[src/sv/aou_pkg.sv]
`default_nettype none
package aou_pkg;

  localparam int ENTRIES   = 4096;
  localparam int ADDR_W    = $clog2(ENTRIES);
  localparam int IDX_W     = 12;
  localparam int DATA_W    = 32;
  localparam int V_W       = 48;
  localparam int POW_W     = 33;
  localparam int CFG_IDX_W = 3;
  localparam int QDEPTH    = 4;
  localparam int QPTR_W    = $clog2(QDEPTH);
  localparam int DELTA_W   = 41;
  localparam int DVD_W     = 96;
  localparam int DIV_W     = 50;
  localparam int REM_W     = 51;
  localparam int ROOT_W    = 48;
  localparam int CNT_W     = 7;
  localparam int IN_TDATA_W  = 80;
  localparam int OUT_TDATA_W = 48;

  localparam logic [DATA_W-1:0] LR_RESET  = 32'd4294967;
  localparam logic [DATA_W-1:0] WD_RESET  = 32'd0;
  localparam logic [DATA_W-1:0] B1_RESET  = 32'd3865470566;
  localparam logic [DATA_W-1:0] B2_RESET  = 32'd4290672329;
  localparam logic [DATA_W-1:0] EPS_RESET = 32'd43;

  localparam logic [POW_W-1:0]   ONE_Q32     = 33'h1_0000_0000;
  localparam logic [DELTA_W-1:0] DELTA_LIMIT = 41'h100_0000_0000;
  localparam logic [DATA_W-1:0]  STEP_MAX    = 32'hFFFF_FFFF;

  typedef enum logic {
    KIND_ADVANCE = 1'b0,
    KIND_UPDATE  = 1'b1
  } kind_t;

  typedef enum logic [1:0] {
    STATUS_OK     = 2'd0,
    STATUS_SAT    = 2'd1,
    STATUS_NOSTEP = 2'd2
  } status_t;

  typedef enum logic [CFG_IDX_W-1:0] {
    REG_LR  = 3'd0,
    REG_WD  = 3'd1,
    REG_B1  = 3'd2,
    REG_B2  = 3'd3,
    REG_EPS = 3'd4
  } cfg_reg_t;

  typedef enum logic [3:0] {
    S_CLEAR, S_IDLE, S_DECAY, S_M1, S_M2, S_M3, S_DIVM, S_SETV, S_DIVV,
    S_SETS, S_SQRT, S_SETQ, S_PROD, S_PROD2, S_DIVQ, S_OUT
  } back_state_t;

  typedef struct packed {
    kind_t                     kind;
    logic [IDX_W-1:0]          idx;
    logic signed [DATA_W-1:0]  param;
    logic signed [DATA_W-1:0]  grad;
  } q_item_t;

  typedef struct packed {
    logic pop;
    logic clearing;
  } front_ctl_t;

endpackage
`default_nettype wire

[src/sv/aou_front.sv]
`default_nettype none
module aou_front (
  input  wire logic                            clk,
  input  wire logic                            rst,
  input  wire logic                            s_axis_tvalid,
  output logic                                 s_axis_tready,
  input  wire logic [aou_pkg::IN_TDATA_W-1:0]  s_axis_tdata,
  input  wire logic [0:0]                      s_axis_tuser,
  input  wire aou_pkg::front_ctl_t             ctl,
  output logic                                 item_valid,
  output aou_pkg::q_item_t                     item
);
  import aou_pkg::*;

  q_item_t            q_mem [QDEPTH];
  logic [QPTR_W-1:0]  wr_ptr;
  logic [QPTR_W-1:0]  rd_ptr;
  logic [QPTR_W:0]    count;
  q_item_t            in_item;
  logic               push;

  // Classify the transaction: tuser says whether it advances the step or updates an element.
  always_comb begin
    in_item.kind  = s_axis_tuser[0] ? KIND_UPDATE : KIND_ADVANCE;
    in_item.idx   = s_axis_tdata[11:0];
    in_item.param = $signed(s_axis_tdata[43:12]);
    in_item.grad  = $signed(s_axis_tdata[75:44]);
  end

  assign s_axis_tready = (count != (QPTR_W+1)'(QDEPTH)) && !ctl.clearing;
  assign push          = s_axis_tvalid && s_axis_tready;
  assign item_valid    = (count != '0);
  assign item          = q_mem[rd_ptr];

  always_ff @(posedge clk) begin
    if (push) begin
      q_mem[wr_ptr] <= in_item;
    end
  end

  always_ff @(posedge clk) begin
    if (rst) begin
      wr_ptr <= '0;
      rd_ptr <= '0;
      count  <= '0;
    end else begin
      if (push) begin
        wr_ptr <= wr_ptr + 1'b1;
      end
      if (ctl.pop) begin
        rd_ptr <= rd_ptr + 1'b1;
      end
      case ({push, ctl.pop})
        2'b10:   count <= count + 1'b1;
        2'b01:   count <= count - 1'b1;
        default: count <= count;
      endcase
    end
  end

endmodule
`default_nettype wire

[config.mk]
export PLATFORM = sky130hd
export DESIGN_NAME = aou_front
export DESIGN_NICKNAME = d
export VERILOG_FILES = /design/src/sv/aou_pkg.sv /design/src/sv/aou_front.sv
export SDC_FILE = /design/constraint.sdc
export NUM_CORES = 1
export LEC_CHECK = 0
export BUFFER_PORTS_ARGS = -buffer_cell sky130_fd_sc_hd__buf_2
export CORE_MARGIN = 5
export CORE_UTILIZATION = 45
export DETAILED_ROUTE_END_ITERATION = 6
export GPL_TIMING_DRIVEN = 0
export HOLD_SLACK_MARGIN = 0.12
export PLACE_DENSITY_LB_ADDON = 0.1
export SLEW_MARGIN = 10
export SYNTH_ARGS = -nofsm -noshare
export SYNTH_HDL_FRONTEND = slang
export SYNTH_SLANG_ARGS = --single-unit
[constraint.sdc]
create_clock -name clk -period 3.1 [get_ports clk]
set_clock_uncertainty 0.05 [all_clocks]
set_input_delay 0.31 -clock clk [delete_from_list [all_inputs] [get_ports clk]]
set_output_delay 0.31 -clock clk [all_outputs]
set_load 0.03 [all_outputs]
* Yosys cells after proc, flatten, opt, wreduce, memory -nomap -nowiden *
Memory sizes are Yosys's and may differ from the RTL's. A register that Yosys moved wholly into a read port is not among the register bits.
Cells that the tools add are included.

word-level totals
  flip-flop bits (word level) = 7
  RAM bits = 308
  input port bits = 86
  output and inout port bits = 79
  word-level logic and storage cells = 22
  memories kept = 1

memories
  memory  depth  bits a word  rd ports  clocked after memory_dff  wr ports  line             RTL
  q_mem   4      77           1         1                         1         aou_front.sv:15  q_item_t q_mem [QDEPTH];

operators by class
  $add $sub $neg = 4
  equal/unequal tests = 3
  mux-type cells = 6
  reductions and logical operators = 5

operator list
  operator                                                            count
  3-bit one-hot mux with 2 select lines                               1
  2-bit by 1-bit adder with 2-bit output, second input constant       2
  2-bit 2-to-1 mux                                                    2
  3-bit by 1-bit adder with 3-bit output, second input constant       1
  1-bit 2-to-1 mux                                                    3
  3-bit != test, second input constant                                1
  3-bit nonzero test                                                  1
  3-bit by 1-bit subtractor with 3-bit output, second input constant  1
  2-bit by 1-bit == test with 1-bit output, second input constant     1
  2-bit == test, second input constant                                1
  1-bit logical AND                                                   2
  2-bit nonzero test                                                  1
  1-bit zero test                                                     1

* Longest topological paths before layout *
Gate-level depths: netlist of the first run.

  depth in word-level cells = 5
  mapped depth = 9
  depth with buffers taken out = 9

* Worst setup path before layout of the first run *
Ideal clock, no wire load.

  path kind = register to register
  start = reg count[0]
  end = mem q_mem[2][0] (netlist name), enable pin
  arrival = 2.514 ns
  required time = 2.606 ns
  slack = 0.092 ns
  stages on the path, launching flop included = 4
  buffers on the path = 0
  period minus slack after synthesis = 3.008 ns
  cell sequence = dfxtp_1 -> nor2_1 -> a21oi_2 -> and2_1

between the ends
  cells in the longest elaborated chain, start to end = 5

ends and longest elaborated chain
  what                                    line             RTL
  start: declaration                      aou_front.sv:18  logic [QPTR_W:0] count;
  start signal: assignment                aou_front.sv:54  2'b10: count <= count + 1'b1;
  start signal: assignment                aou_front.sv:55  2'b01: count <= count - 1'b1;
  start signal: assignment                aou_front.sv:56  default: count <= count;
  3-bit != test                           aou_front.sv:30  assign s_axis_tready = (count != (QPTR_W+1)'(QDEPTH)) && !ctl.clearing;
  1-bit logical AND                       aou_front.sv:30
  1-bit logical AND                       aou_front.sv:31  assign push = s_axis_tvalid && s_axis_tready;
  1-bit 2-to-1 mux                        aou_front.sv:36  if (push) begin
  1-bit 2-to-1 mux (implied by the code)  aou_front.sv:37  q_mem[wr_ptr] <= in_item;
  end: declaration                        aou_front.sv:15

Every way passes these cells.

==> results.md, run 1 <==
* Routed wire length per instance at roughly 20 µm
* Status: finished, final reports clean
* CTS Buf Count at 34
* Yosys cell types at 23
* Finished Layout Cells at between 1k and 1.5k
* P&R area growth vs syn at 27.5%
* Synth Register Bits at approximately 320
* Placer congestion estimate at 0.731
* Fin Hold WS at roughly 210 ps
* Drt initial violations at between 300 and 400
* Slowest stage delay, CP at 360 ps
* Crit. path cell count at 5
* Antenna violations before repair at 0
* Post-route cell area at 14800 µm²
* Commonest non-fill, non-tap cell in the layout: edfxtp_1
* Post-route setup TNS at 0 ps
* Synthesized area at 11600 µm²
* Worst reg2reg path depth at 4
* Post-CTS Setup Bufs at 0
* Antenna viol nets, final at 0
* Port Buffers at about 160
* CTS tree: yes
* Syn nets at 547
* Worst hold start: s_axis_tvalid
* First-pass GRT wire length at between 30 and 40 mm
* Top-area cell type share of the netlist area at 0.796
* Max VDD drop at 497 µV
* CTS root buffer: clkbuf_16
* Grt ovf at 0
* Fraction of layout cells with a size suffix above 1 at 0.405
* H-tree levels at 2
* Reg2reg end: q_mem[2][14]
* DIE HEIGHT at 171 µm
* Final #Nets at between 800 and 900
* Die area at 29100 µm²
* Cell mode on critical path: buf_2
* Antenna Cells at 0
* Rows at 58
* Starting Density at 0.459
* WP data arrival at between 2000 and 2500 ps
* DRC Markers at 0
* Slew margin rel. at 0.554
* Clk Latency, worst-skew pair at ~500 ps
* Crit path to: item[30]
* CP Capture Type: output pin
* Placement-stage cell area at 12900 µm²
* Synth top area cells: edfxtp_1, mux4_2, dfxtp_1
* Critical-path maximum fanout at 10
* Syn avg cell area at 25.5 µm²
* Post-CTS Resized at 0
* Family with the most delay on the worst path: buffers and inverters
* Sequential area share after synthesis at 0.812
* Max_cap viols at 0
* Total GRT Usage at 0.151
* CTS max path bufs at 3
* Vias at 5522
* Cell Count Post-Placement at 948
* Crit start category: register
* Internal reg-to-reg setup slack at 900 ps
* DRT Pass-1 Iters at 4
* Slew @ Worst Pin at 669 ps
* Final HPWL DP at 12.9 mm
* Worst Path Required at 2740 ps
* Static leakage at 5.05 nW
* Final WL at ~22 mm
* WS Path Type: reg -> out
* Endpoints failing hold at 0
* Largest net degree at the start of global routing at 43
* RSZ-0062 raised after global routing: false
* Syn Inst Count at around 460
* Worst Hold Class: in -> reg
* Cell at the slowest stage of the critical path: mux4_2
* F_max at 398 MHz
* Fill cells at 1867
* Power density over the cells at 662 nW/µm²
* Ys Warns at 0
* Worst-path cell chain: buf_2 > buf_2 > buf_2 > mux4_2 > buf_2
* Final period util at 0.811
* Cell taking the most area after synthesis: edfxtp_1
* Core Area at 25300 µm²
* DR vias/cell at 5.08
* Chip width at about 170 µm
* Finish-stage setup viols at 0
* Pins Over Slew Limit at 0
* Reg-to-Reg Start: count[0]
* Worst-path clk slew at 60 ps
* Count of buffer and inverter cells on the critical path at 4
* Clock sinks at around 320
* Top-Level Pins at between 150 and 200
* Commonest non-fill, non-tap cells in the layout: edfxtp_1, buf_2, dlygate4sd3_1
* Vias in the first global route at 6059
* CTS Hold Bufs at 80
* Fin crit period at approximately 2500 ps
-- layer usage --
| layer | vias to the layer above | GRT usage | share of wire |
|---|---|---|---|
| li1 | 2499 | - | - |
| met4 | 0 | 0.0372 | 0.015 |
| met2 | 162 | 0.259 | 0.52 |
| met5 | - | 0 | 0 |
| met3 | 26 | 0.0358 | 0.063 |
| met1 | 2835 | 0.196 | 0.41 |
-- where the power goes --
group | switching (mW) | leakage [nW] | internal, mW | total, mW
Sequential | 0.0332 | 2.87 | 4.84 | 4.87
Clock | 1.49 | 0.526 | 2.27 | 3.76
Combinational | 0.684 | 1.66 | 0.477 | 1.16
-- through the flow --
stage / setup WS [ps] / power [mW] / utilization
final: 587 / 9.79 / 0.584
after global routing: 461 / 10.2 / 0.584
after CTS: 502 / 9.95 / 0.584
after detailed placement: 797 / 6.07 / 0.511
after global placement: -1610 / 6.04 / 0.506
after floorplan: 92.1 / 5.71 / -
-- sequential cells by signal, indices dropped and copies added, names as in the netlist, named ones only --
register,cells
count,3
rd_ptr,2
wr_ptr,2
q_mem,308
-- cells by family after synthesis --
family / after synthesis / synth area share
AO/OA/AOI/OAI: 5 / 0.00248
XOR/XNOR: 4 / 0.00302
adder cells (fa/ha/maj): 6 / 0.00711
buffers and inverters: 25 / 0.0162
flip-flops: 317 / 0.812
multiplexers: 79 / 0.151
AND/OR/NAND/NOR: 19 / 0.00808
-- worst min path at each step --
| stage | endpoint | slack [ps] | cells after the start |
|---|---|---|---|
| 3_5_place_dp | register | 460 | 2 |
| 3_3_place_gp | wr_ptr[1] | 440 | 2 |
| 2_1_floorplan | q_mem[0][0] | 360 | 0 |
| 6_report | wr_ptr[1] | 210 | 4 |
| 4_1_cts | wr_ptr[1] | 180 | 4 |
| 5_1_grt | wr_ptr[1] | 220 | 4 |
-- cells in the mapped netlist --
cell / number
edfxtp_1: 308
mux4_2: 77
dfxtp_1: 9
nor2_1: 9
inv_1: 6
buf_2: 5
clkbuf_1: 5
ha_1: 5
and2_1: 4
buf_12: 4
buf_4: 4
a21oi_1: 3
nand2b_1: 3
xor2_1: 3
or3_1: 2
a21oi_2: 1
buf_6: 1
fa_1: 1
mux2_2: 1
mux2i_1: 1
nand2_1: 1
o21ai_0: 1
xnor2_1: 1
-- final cells by class --
| class | count | area [µm²] | share of cell area |
|---|---|---|---|
| clock inverters | 14 | 88.8 | 0.00600 |
| flip-flops and latches | 317 | 9430 | 0.637 |
| well taps | 330 | 413 | 0.0279 |
| plain buffers | 19 | 165 | 0.0112 |
| clock buffers | 46 | 970 | 0.0655 |
| repair buffers | 243 | 1710 | 0.115 |
| inverters | 6 | 22.5 | 0.00152 |
| multi-input cells | 113 | 2010 | 0.136 |
-- worst reg2reg max path, delay by kind of cell, from the launching register on --
kind                   cells  cell delay [ps]
buffers and inverters      1              330
flip-flops                 1              390
AND/OR/NAND/NOR            2              730
AO/OA/AOI/OAI              1              350
Power figures use the tool's default switching activity.
==> run 2, diff against run 1 <==
Clock period 3.1 ns to 2.6 ns, I/O delays scaled along.
==> results.md, run 2 (same netlist as run 1, synthesis figures left out) <==
* Status: finished, final reports clean
* Largest register FFs at 308 (unchanged)
* Port Buffers at 159 (unchanged)
* Antenna viol nets, final at 0 (unchanged)
* Final HPWL DP at 12.9 mm (-0.13%)
* Core Area at 25300 µm² (unchanged)
* DR vias/cell at 5.06 (-0.29%)
* CTS tree: yes
* Static leakage at 5.00 nW (-0.96%)
* Fraction of layout cells with a size suffix above 1 at 0.399 (-0.00607)
* Metal2 WL at 11.0 mm (-2.0%)
* Cell at the slowest stage of the critical path: clkbuf_1
* Total GRT Usage at 0.147 (-0.00357)
* Fin Hold WS at 198 ps (-14.9 ps)
* Critical-path maximum fanout at 10 (unchanged)
* CTS Buf Count at 31 (-8.8%)
* Commonest non-fill, non-tap cell in the layout: edfxtp_1
* P&R area growth vs syn at 26.7%
* Worst Path Required at 2290 ps (-450 ps)
* Final #Nets at 825 (-0.12%)
* Power density over the cells at 769 nW/µm² (+16%)
* Reg with most FFs: q_mem
* Count of buffer and inverter cells on the critical path at 3 (-1)
* Worst-path cell chain: buf_2 > clkbuf_1 > mux4_2 > buf_2
* Slowest stage delay, CP at 530 ps (+170 ps)
* Die area at 29100 µm² (unchanged)
* Family with the most delay on the worst path: buffers and inverters
* Top-Level Pins at 165 (unchanged)
* Routed wire length per instance at 19.8 µm (-0.51%)
* Antenna Cells at 0 (unchanged)
* DRT Pass-1 Iters at 4 (unchanged)
* Endpoints failing hold at 0 (unchanged)
* WL met1 at 8.93 mm (+1.7%)
* Antenna violations before repair at 0 (unchanged)
* Slew @ Worst Pin at 663 ps (-6.04 ps)
* Worst-path clk slew at 60 ps (about the same)
* H-tree levels at 1 (-1)
* Placer congestion estimate at 0.693 (-5.2%)
* Post-CTS Setup Bufs at 0 (unchanged)
* DIE HEIGHT at 171 µm (unchanged)
* WS Path Type: reg -> out
* Final WL at 21.5 mm (-0.60%)
* F_max at 405 MHz
* Pwr Total at 11.3 mW (+16%)
* CTS root buffer: clkbuf_16
* Slew margin rel. at 0.558 (+0.00403)
* Final period util at 0.949
* Fin crit period at ~2500 ps
* WP data arrival at 2160 ps (about the same)
* First-pass GRT wire length at 33.1 mm (-1.5%)
* Finish-stage setup viols at 0 (unchanged)
* CP Capture Type: output pin
* DRC Markers at 0 (unchanged)
* Met3 wire length at 1.34 mm (-2.1%)
* Chip width at 171 µm (unchanged)
* Largest net degree at the start of global routing at 50 (+16%)
* Worst Hold Class: in -> reg
* Max VDD drop at 538 µV (+8.2%)
* Commonest non-fill, non-tap cells in the layout: edfxtp_1, buf_2, dlygate4sd3_1
* Cell mode on critical path: buf_2
* Vias at 5501 (-0.38%)
* CTS max path bufs at 3 (unchanged)
* Max_cap viols at 0 (unchanged)
* Largest regs: q_mem (308), count (3)
* Pins Over Slew Limit at 0 (unchanged)
* Starting Density at 0.459 (unchanged)
* Vias in the first global route at 6086 (+0.45%)
* Drt initial violations at 260 (-27%)
* Crit start category: register
* Grt ovf at 0 (unchanged)
* Post-route setup TNS at 0 ps (unchanged)
* Top sig layer: met4
* RSZ-0062 raised after global routing: false
* Clock sinks at 317 (unchanged)
* Rows at 58 (unchanged)
* Clk Latency, worst-skew pair at 530 ps (+30 ps)
-- run 2: worst paths after layout --
kind,from,to,slack (ps),cells past startpoint
max,register,item[21],130,4
min,ctl[0],wr_ptr[0],200,4
max reg2reg,count[1],count[2],470,9
min reg2reg,wr_ptr[1],wr_ptr[1],500,2
-- run 2: worst register-to-register path, stage by stage (launching register included) --
cell     delay [ps]
dfxtp_1         340
nor2_1          180
a21oi_2         140
inv_1            80
ha_1            180
inv_1            60
fa_1            380
xor2_1          170
or3_1           310
a21oi_1         160
-- run 2: cell type report --
class                           instances  area [µm²]
Fill cell                            1882       10600
Sequential cell                       317        9430
Multi-Input combinational cell        113        2010
Timing Repair Buffer                  245        1730
Clock buffer                           47         876
Tap cell                              330         413
Buffer                                 19         173
Clock inverter                         10        71.3
Inverter                                6        22.5
-- run 2: power by group --
part	leakage [nW]	internal, mW	switching, mW
logic	1.67	0.573	0.818
clock network	0.467	2.40	1.72
registers	2.87	5.77	0.0396
-- run 2: per-stage QoR --
stage	setup WS [ps]	utilization	cell area, µm²	std cells
final	131	0.581	14700	1087
after global placement	-506	0.506	12800	944
after detailed placement	365	0.511	12900	948
after floorplan	432	-	11600	455
after global routing	24.2	0.581	14700	1087
after CTS	67.5	0.581	14700	1087
-- run 2: what timing repair did --
| item | 4_1_cts | 5_1_grt |
|---|---|---|
| hold buffers | 82 | 0 |
| resized for setup | 3 | 0 |
| setup endpoints to repair | 12 | 0 |
| endpoints found under the hold margin | 316 | 0 |
-- run 2: routing by layer --
layer  GRT usage  up-vias
met5           0        -
met4      0.0323        0
met3      0.0328       25
met2       0.259      138
met1       0.189     2843
li1            -     2495
